--- src/e2q_pkg.sv ---
// ----------------------------------------------------------------------------
// e2q_pkg: shared constants and helpers for the Euler-to-quaternion unit
// Holds the fixed-point formats, the CORDIC arctangent table and the
// rounding and saturation helpers.
// ----------------------------------------------------------------------------
`default_nettype none
package e2q_pkg;

  localparam int CordicStages = 16;
  localparam int AngleBits    = 16;
  localparam int FracBits     = AngleBits - 3;
  localparam int ShQ          = 30 - FracBits;

  // CORDIC datapath width: Q30 values stay below 2^31 in magnitude.
  localparam int CW = 34;
  // Angle accumulator width.
  localparam int ZW = FracBits + 5;

  typedef logic signed [15:0] q16_t;
  typedef logic signed [CW-1:0] cord_t;
  typedef logic signed [ZW-1:0] zang_t;

  localparam logic signed [63:0] GainQ30   = 64'sd652032874;
  localparam logic signed [63:0] PiQ30     = 64'sd3373259426;
  localparam logic signed [63:0] HalfPiQ30 = 64'sd1686629713;

  function automatic logic signed [63:0] atan_q30(input int i);
    logic signed [63:0] r;
    begin
      case (i)
        0:  r = 64'sh3243F6A8;
        1:  r = 64'sh1DAC6705;
        2:  r = 64'sh0FADBAFC;
        3:  r = 64'sh07F56EA6;
        4:  r = 64'sh03FEAB76;
        5:  r = 64'sh01FFD55B;
        6:  r = 64'sh00FFFAAA;
        7:  r = 64'sh007FFF55;
        8:  r = 64'sh003FFFEA;
        9:  r = 64'sh001FFFFD;
        default: r = 64'sh40000000 >>> i;
      endcase
      return r;
    end
  endfunction

  // Round a Q30 constant to the angle format (add half an LSB, then floor).
  function automatic zang_t rnd_const(input logic signed [63:0] v);
    logic signed [63:0] t;
    begin
      if (ShQ == 0) t = v;
      else t = (v + (64'sd1 <<< (ShQ - 1))) >>> ShQ;
      return t[ZW-1:0];
    end
  endfunction

  // Saturate to the closed range of plus or minus one in Q1.14.
  function automatic q16_t sat_one(input logic signed [47:0] v);
    begin
      if (v > 48'sd16384) return 16'sd16384;
      else if (v < -48'sd16384) return -16'sd16384;
      else return v[15:0];
    end
  endfunction

endpackage
`default_nettype wire

--- src/e2q_cordic.sv ---
// ----------------------------------------------------------------------------
// e2q_cordic: pipelined half-angle sine/cosine
// One CORDIC stage per register stage, with a fold stage ahead and a
// rounding stage behind. Advances when en is high.
// ----------------------------------------------------------------------------
`default_nettype none
module e2q_cordic (
  input  wire logic            clk,
  input  wire logic            en,
  input  wire e2q_pkg::q16_t   angle,
  output e2q_pkg::q16_t        sin_q,
  output e2q_pkg::q16_t        cos_q
);
  import e2q_pkg::*;

  zang_t z_r   [CordicStages+1];
  cord_t x_r   [CordicStages+1];
  cord_t y_r   [CordicStages+1];
  logic  neg_r [CordicStages+1];
  q16_t  sin_r, cos_r;

  zang_t z_in, z_fold, pi_f, hpi_f;
  logic  neg_in;

  always_comb begin
    pi_f  = rnd_const(PiQ30);
    hpi_f = rnd_const(HalfPiQ30);
    if (FracBits >= 14) begin
      z_in = zang_t'(angle) <<< (FracBits - 14);
    end else begin
      z_in = (zang_t'(angle) + (zang_t'(1) <<< (13 - FracBits))) >>> (14 - FracBits);
    end
    neg_in = 1'b0;
    z_fold = z_in;
    if (z_in > hpi_f) begin
      z_fold = z_in - pi_f;
      neg_in = 1'b1;
    end else if (z_in < -hpi_f) begin
      z_fold = z_in + pi_f;
      neg_in = 1'b1;
    end
  end

  always_ff @(posedge clk) begin
    if (en) begin
      z_r[0]   <= z_fold;
      x_r[0]   <= cord_t'(GainQ30);
      y_r[0]   <= '0;
      neg_r[0] <= neg_in;
    end
  end

  for (genvar i = 0; i < CordicStages; i++) begin : g_stage
    cord_t xs, ys;
    zang_t t;
    assign xs = x_r[i] >>> i;
    assign ys = y_r[i] >>> i;
    assign t  = rnd_const(atan_q30(i));
    always_ff @(posedge clk) begin
      if (en) begin
        neg_r[i+1] <= neg_r[i];
        if (!z_r[i][ZW-1]) begin
          x_r[i+1] <= x_r[i] - ys;
          y_r[i+1] <= y_r[i] + xs;
          z_r[i+1] <= z_r[i] - t;
        end else begin
          x_r[i+1] <= x_r[i] + ys;
          y_r[i+1] <= y_r[i] - xs;
          z_r[i+1] <= z_r[i] + t;
        end
      end
    end
  end

  cord_t xf, yf;
  logic signed [47:0] xr, yr;
  always_comb begin
    xf = neg_r[CordicStages] ? -x_r[CordicStages] : x_r[CordicStages];
    yf = neg_r[CordicStages] ? -y_r[CordicStages] : y_r[CordicStages];
    xr = (48'(xf) + 48'sd32768) >>> 16;
    yr = (48'(yf) + 48'sd32768) >>> 16;
  end

  always_ff @(posedge clk) begin
    if (en) begin
      cos_r <= sat_one(xr);
      sin_r <= sat_one(yr);
    end
  end

  assign sin_q = sin_r;
  assign cos_q = cos_r;
endmodule
`default_nettype wire

--- config.mk ---
export PLATFORM = sky130hd
export DESIGN_NAME = e2q_cordic
export DESIGN_NICKNAME = d
export VERILOG_FILES = /design/src/e2q_pkg.sv /design/src/e2q_cordic.sv
export SDC_FILE = /design/constraint.sdc
export NUM_CORES = 2
export LEC_CHECK = 0
export ABC_AREA = 0
export BUFFER_PORTS_ARGS = -buffer_cell sky130_fd_sc_hd__buf_2
export CAP_MARGIN = 20
export CORE_ASPECT_RATIO = 0.9
export CORE_MARGIN = 2
export CORE_UTILIZATION = 55
export CTS_CLUSTER_DIAMETER = 200
export DETAILED_ROUTE_END_ITERATION = 10
export PLACE_DENSITY = 0.78
export SLEW_MARGIN = 30
export SYNTH_ARGS = -nofsm -noshare
export SYNTH_HDL_FRONTEND = slang
export SYNTH_SLANG_ARGS = --single-unit
--- constraint.sdc ---
create_clock -name clk -period 6.17 [get_ports clk]
set_input_delay 0 -clock clk [delete_from_list [all_inputs] [get_ports clk]]
set_output_delay 0 -clock clk [all_outputs]
set_load 0.03 [all_outputs]
# Yosys cells after proc, flatten, opt, wreduce, memory -nomap -nowiden
# Memory sizes are Yosys's and may differ from the RTL's.
# Index checks and enable logic that the tools add are counted.
# op_classes
addsub	100
n_lt_le_gt_ge	6
muxes	154
bitwise	48
reduce_logical	2
# op_table
operator	n
34-bit two-way mux	34
18-bit two-way mux	18
1-bit two-way mux	100
34-bit by 17-bit adder with 35-bit output (second input constant)	2
34-bit by 19-bit adder with 34-bit output	2
34-bit by 20-bit adder with 34-bit output	2
34-bit by 21-bit adder with 34-bit output	2
34-bit by 22-bit adder with 34-bit output	2
34-bit by 23-bit adder with 34-bit output	2
34-bit by 24-bit adder with 34-bit output	2
34-bit by 25-bit adder with 34-bit output	2
34-bit by 26-bit adder with 34-bit output	2
34-bit by 27-bit adder with 34-bit output	2
34-bit by 28-bit adder with 34-bit output	2
34-bit by 29-bit adder with 34-bit output	2
34-bit by 30-bit adder with 34-bit output	2
34-bit by 31-bit adder with 34-bit output	2
34-bit by 32-bit adder with 34-bit output	2
34-bit by 33-bit adder with 34-bit output	2
34-bit negator	2
34-bit by 19-bit subtractor with 34-bit output	2
34-bit by 20-bit subtractor with 34-bit output	2
34-bit by 21-bit subtractor with 34-bit output	2
34-bit by 22-bit subtractor with 34-bit output	2
other kinds (49)	116
# word_totals
regBits	32
ramBits	1479
input_bits	18
output_inout_bits	32
word_cells	318
mem_count	4
# memory_table
name	words	width	read_ports	rd_ports_with_merged_regs	wr	line_no	text
x_r	17	34	17	0	17	e2q_cordic.sv:17	cord_t x_r [CordicStages+1];
y_r	17	34	17	0	17	e2q_cordic.sv:18	cord_t y_r [CordicStages+1];
z_r	17	18	16	0	17	e2q_cordic.sv:16	zang_t z_r [CordicStages+1];
neg_r	17	1	17	0	17	e2q_cordic.sv:19	logic neg_r [CordicStages+1];

# Logic depth before layout (Yosys ltp)
# An unclocked memory read counts as a cell.
# logic_depth
ltp_word	6
mapped_depth	21
depth_no_buf	21

# Worst setup path before layout
# OpenSTA, ideal clock, no wires.
# synth_path
path_kind	register to register
startpoint	memory x_r[10][10] (netlist name)
endpoint	memory y_r[11][33] (netlist name), data pin
setup_ns	0.264
arrival_ns	4.695
required_time_ns	5.906
path_slack_ns	1.211
path_stages_with_launch	22
n_path_buf	0
synth_period_minus_slack_ns	4.959
path_cell_list	edfxtp_1 inv_1 ha_1 nand2b_1 nor4_1 nand2_1 or3_1 nor2_1 a21oi_1 xnor2_1 ha_1 a21o_1 a221oi_1 nor2_1 a211o_1 a2111oi_0 nor2_1 a41oi_1 a21oi_1 a211o_1 o31ai_1 xnor2_1
# synth_lines
element	line_no
from (decl)	e2q_cordic.sv:17
to (decl)	e2q_cordic.sv:18

==> impl_metrics.csv <==
group,metric,value,unit
layout,fill_cells,16860,
cts,path_clk_slew,60,ps
cts,clkLatencyLatePin,800,ps
cts,clock_sinks,1314,
die,core,198000,um^2
timing,rsz0062_at_grt,"false",
min_path,hold_class,"in -> reg",
detailed_routing,wl_per_cell,20.6,um
synth,synth_ff_type,"edfxtp_1",
critical_path,reg2reg_to,"y_r[12][33]$_DFFE_PP_",
synth,ys_seq_area_frac,0.361,
cts,cts_inserted_buffers,152,
min_path,holdPathStages,5,
critical_path,r2r_cells,19,
detailed_routing,vias_per_cell,6.11,
timing,finalSetupTns,0,ps
cts,htreeDepth,4,
layout,area_growth,8.03,%
cts,post_cts_buffers,0,
timing,tightestPinTransition,1070,ps
critical_path,worstPathRequired,6710,ps
critical_path,worst_setup_path_start_kind,"register",
die,num_rows,155,
global_routing,grt_pass1_wl,463000,um
timing,max_freq,0.180,GHz
place,hpwlAfterDp,233000,um
min_path,hp-start,"angle[11]",
die,die_y,427,um
outcome,status,"completed",
place,port_buffers,49,
synth,yosys_register_bits,1314,
critical_path,crit_path_end_kind,"register",
cts,root_buffer,"clkbuf_16",
cts,cts_resized,0,
detailed_routing,vias,87284,
layout,diodes,0,
synth,ys.warnings.count,0,
die,dieWidth,474,um
detailed_routing,drc,0,
place,dp.cells,14001,
layout,drive_gt1_frac,0.0477,
synth,synth_edf_count,1314,
global_routing,grt_use_total,0.286,
place,place_congestion,0.969,
critical_path,path_max_fanout,4,
global_routing,grt_pass1_vias,83664,
layout,nets,12730,
detailed_routing,antenna_left,0,
detailed_routing,dr.first_iter.drc_count,7213,
synth,yosysTopAreaCell,"edfxtp_1",
critical_path,worstSetupPathType,"reg -> reg",
detailed_routing,wl,295000,um
timing,finClkSkew,37.4,ps
timing,hold_violations,0,
global_routing,antenna_found_initial,7,
cts,cts_tree,"yes",
layout,final_util,0.597,
layout,fin_cells,14290,
timing,relSlewSlack,0.269,
global_routing,grt_max_degree,84,
min_path,min_to,"z_r[0][10]$_DFFE_PP_",
die,pin_count,50,
synth,synth_area,109000,um^2
timing,holdWs,121,ps
synth,synth.distinct_cells,96,
critical_path,rr_startpoint,"x_r[11][15]$_DFFE_PP_",
synth,ys_top_cells_by_area,"edfxtp_1 36%, ha_1 13%, xnor2_1 9.4%",
synth,synthCells,11385,
synth,synth_top_area_share,0.361,
cts,clockBufferDepth,3,
die,start_util,0.552,
run,maxCapViolCount,0,
global_routing,grt-ovfl-total,0,
timing,period_needed,5560,ps
synth,synth.avg_cell_area,9.60,um^2
timing,maxSlewViolCount,0,
synth,syn-num-nets,12611,
detailed_routing,dr.pass1.iters,6,
critical_path,rrSetupSlack,610,ps
synth,async_flop_share,0,
critical_path,arrival,6100,ps
die,dieArea,202000,um^2
timing,setup_violations,0,
timing,period_share,0.901,
==> layer usage <==
layer	vias to the layer above	wire (um)	global-route usage
met5	-	28	0
met4	4	10900	0.102
met3	525	16600	0.0382
met2	2526	138000	0.480
met1	41795	129000	0.379
li1	42434	-	-
==> kinds of logic (layout without fill, tap and decap cells) <==
family | after synthesis | count (layout) | share of synthesized area
AND/OR/NAND/NOR | 3009 | 3009 | 0.134
XOR/XNOR | 1718 | 1718 | 0.138
AO/OA/AOI/OAI | 3331 | 3331 | 0.192
multiplexers | 99 | 99 | 0.00961
flip-flops | 1314 | 1314 | 0.361
adder cells (fa/ha/maj) | 1208 | 1208 | 0.141
buffers and inverters | 706 | 942 | 0.0245
==> flip-flops by register name, summed over array words and instances (netlist names) <==
register and count:
y_r 511, sin_q 16, cos_q 16, x_r 484, neg_r 17, z_r 270
==> worst max-delay path by stage <==
stage                          startpoint                    end  depth (start not counted)
finish              x_r[11][15]$_DFFE_PP_  y_r[12][33]$_DFFE_PP_                         19
global route        x_r[11][15]$_DFFE_PP_  y_r[12][29]$_DFFE_PP_                         18
CTS                 x_r[11][15]$_DFFE_PP_  y_r[12][33]$_DFFE_PP_                         19
detailed placement  x_r[11][13]$_DFFE_PP_  y_r[12][33]$_DFFE_PP_                         19
global placement    x_r[11][16]$_DFFE_PP_  y_r[12][29]$_DFFE_PP_                         18
floorplan           x_r[10][10]$_DFFE_PP_  y_r[11][33]$_DFFE_PP_                         21
==> layout by cell type (no fill, tap or decap), types with 47 or more instances in the layout <==
master | Yosys | final
nor4_1 | 87 | 87
nand2_1 | 637 | 636
nor2b_1 | 134 | 134
a31oi_1 | 95 | 95
nand3_1 | 202 | 202
mux2i_1 | 51 | 51
buf_4 | 0 | 109
inv_1 | 485 | 485
xor2_1 | 546 | 546
or3_1 | 100 | 100
o41ai_1 | 61 | 60
nand4_1 | 65 | 65
or2_2 | 48 | 48
a211oi_1 | 124 | 123
mux2_2 | 48 | 48
edfxtp_1 | 1314 | 1314
o21ai_0 | 666 | 666
buf_2 | 7 | 48
nand2b_1 | 157 | 157
o21bai_1 | 166 | 166
and2_1 | 74 | 74
nor3_1 | 288 | 288
xnor2_1 | 1171 | 1171
o21a_1 | 154 | 154
clkbuf_16 | 0 | 156
o211ai_1 | 47 | 47
a21o_1 | 426 | 426
o31ai_1 | 108 | 108
and3_1 | 114 | 114
nor2_1 | 942 | 942
ha_1 | 1162 | 1162
a21oi_1 | 1110 | 1110
==> timing repair <==
item,in CTS,in global routing
endpoints found under the setup margin,0,0
endpoints found under the hold margin,171,0
hold buffers,18,0
==> layout make-up <==
class                      count  area (um^2)  area share
multi-input combinational   9365        67200       0.569
sequential                  1314        39500       0.334
clock buffer                 181         4000      0.0338
tap                         2669         3340      0.0283
inverter                     491         1840      0.0156
timing repair buffer         180         1320      0.0112
clock inverter                90          938     0.00794
==> critical path, stage by stage, from the launching register on <==
cell and delay [ps]:
edfxtp_1 440, or3_1 380, or3b_2 510, nor4_1 580, nand2_1 200, nor4_1 320
a21oi_1 140, xnor2_1 160, ha_1 330, nand2_1 100, a21oi_1 40, a211oi_1 420
or3b_2 500, o211ai_1 230, a31oi_1 110, nor2_1 260, o211a_1 230, o21bai_1 80
a21oi_1 180, xnor2_1 80
==> cells in the mapped netlist (95+ instances only) <==
library cell	number
o21bai_1	166
o31ai_1	108
and3_1	114
nand2_1	637
or3_1	100
o21a_1	154
nand2b_1	157
inv_1	485
ha_1	1162
xnor2_1	1171
a211oi_1	124
nor3_1	288
a21oi_1	1110
o21ai_0	666
a21o_1	426
nand3_1	202
nor2b_1	134
nor2_1	942
xor2_1	546
a31oi_1	95
edfxtp_1	1314
clkbuf_1	170
==> through the flow <==
stage | setup slack (ps) | instance area, um^2
finish | 613 | 118000
global route | 124 | 118000
CTS | 622 | 118000
detailed placement | 661 | 113000
global placement | 670 | 113000
floorplan | 1210 | 109000
Power is left out: the tool's default activity adds up to more than one toggle a clock period on the data nets, which glitch-free logic cannot reach.
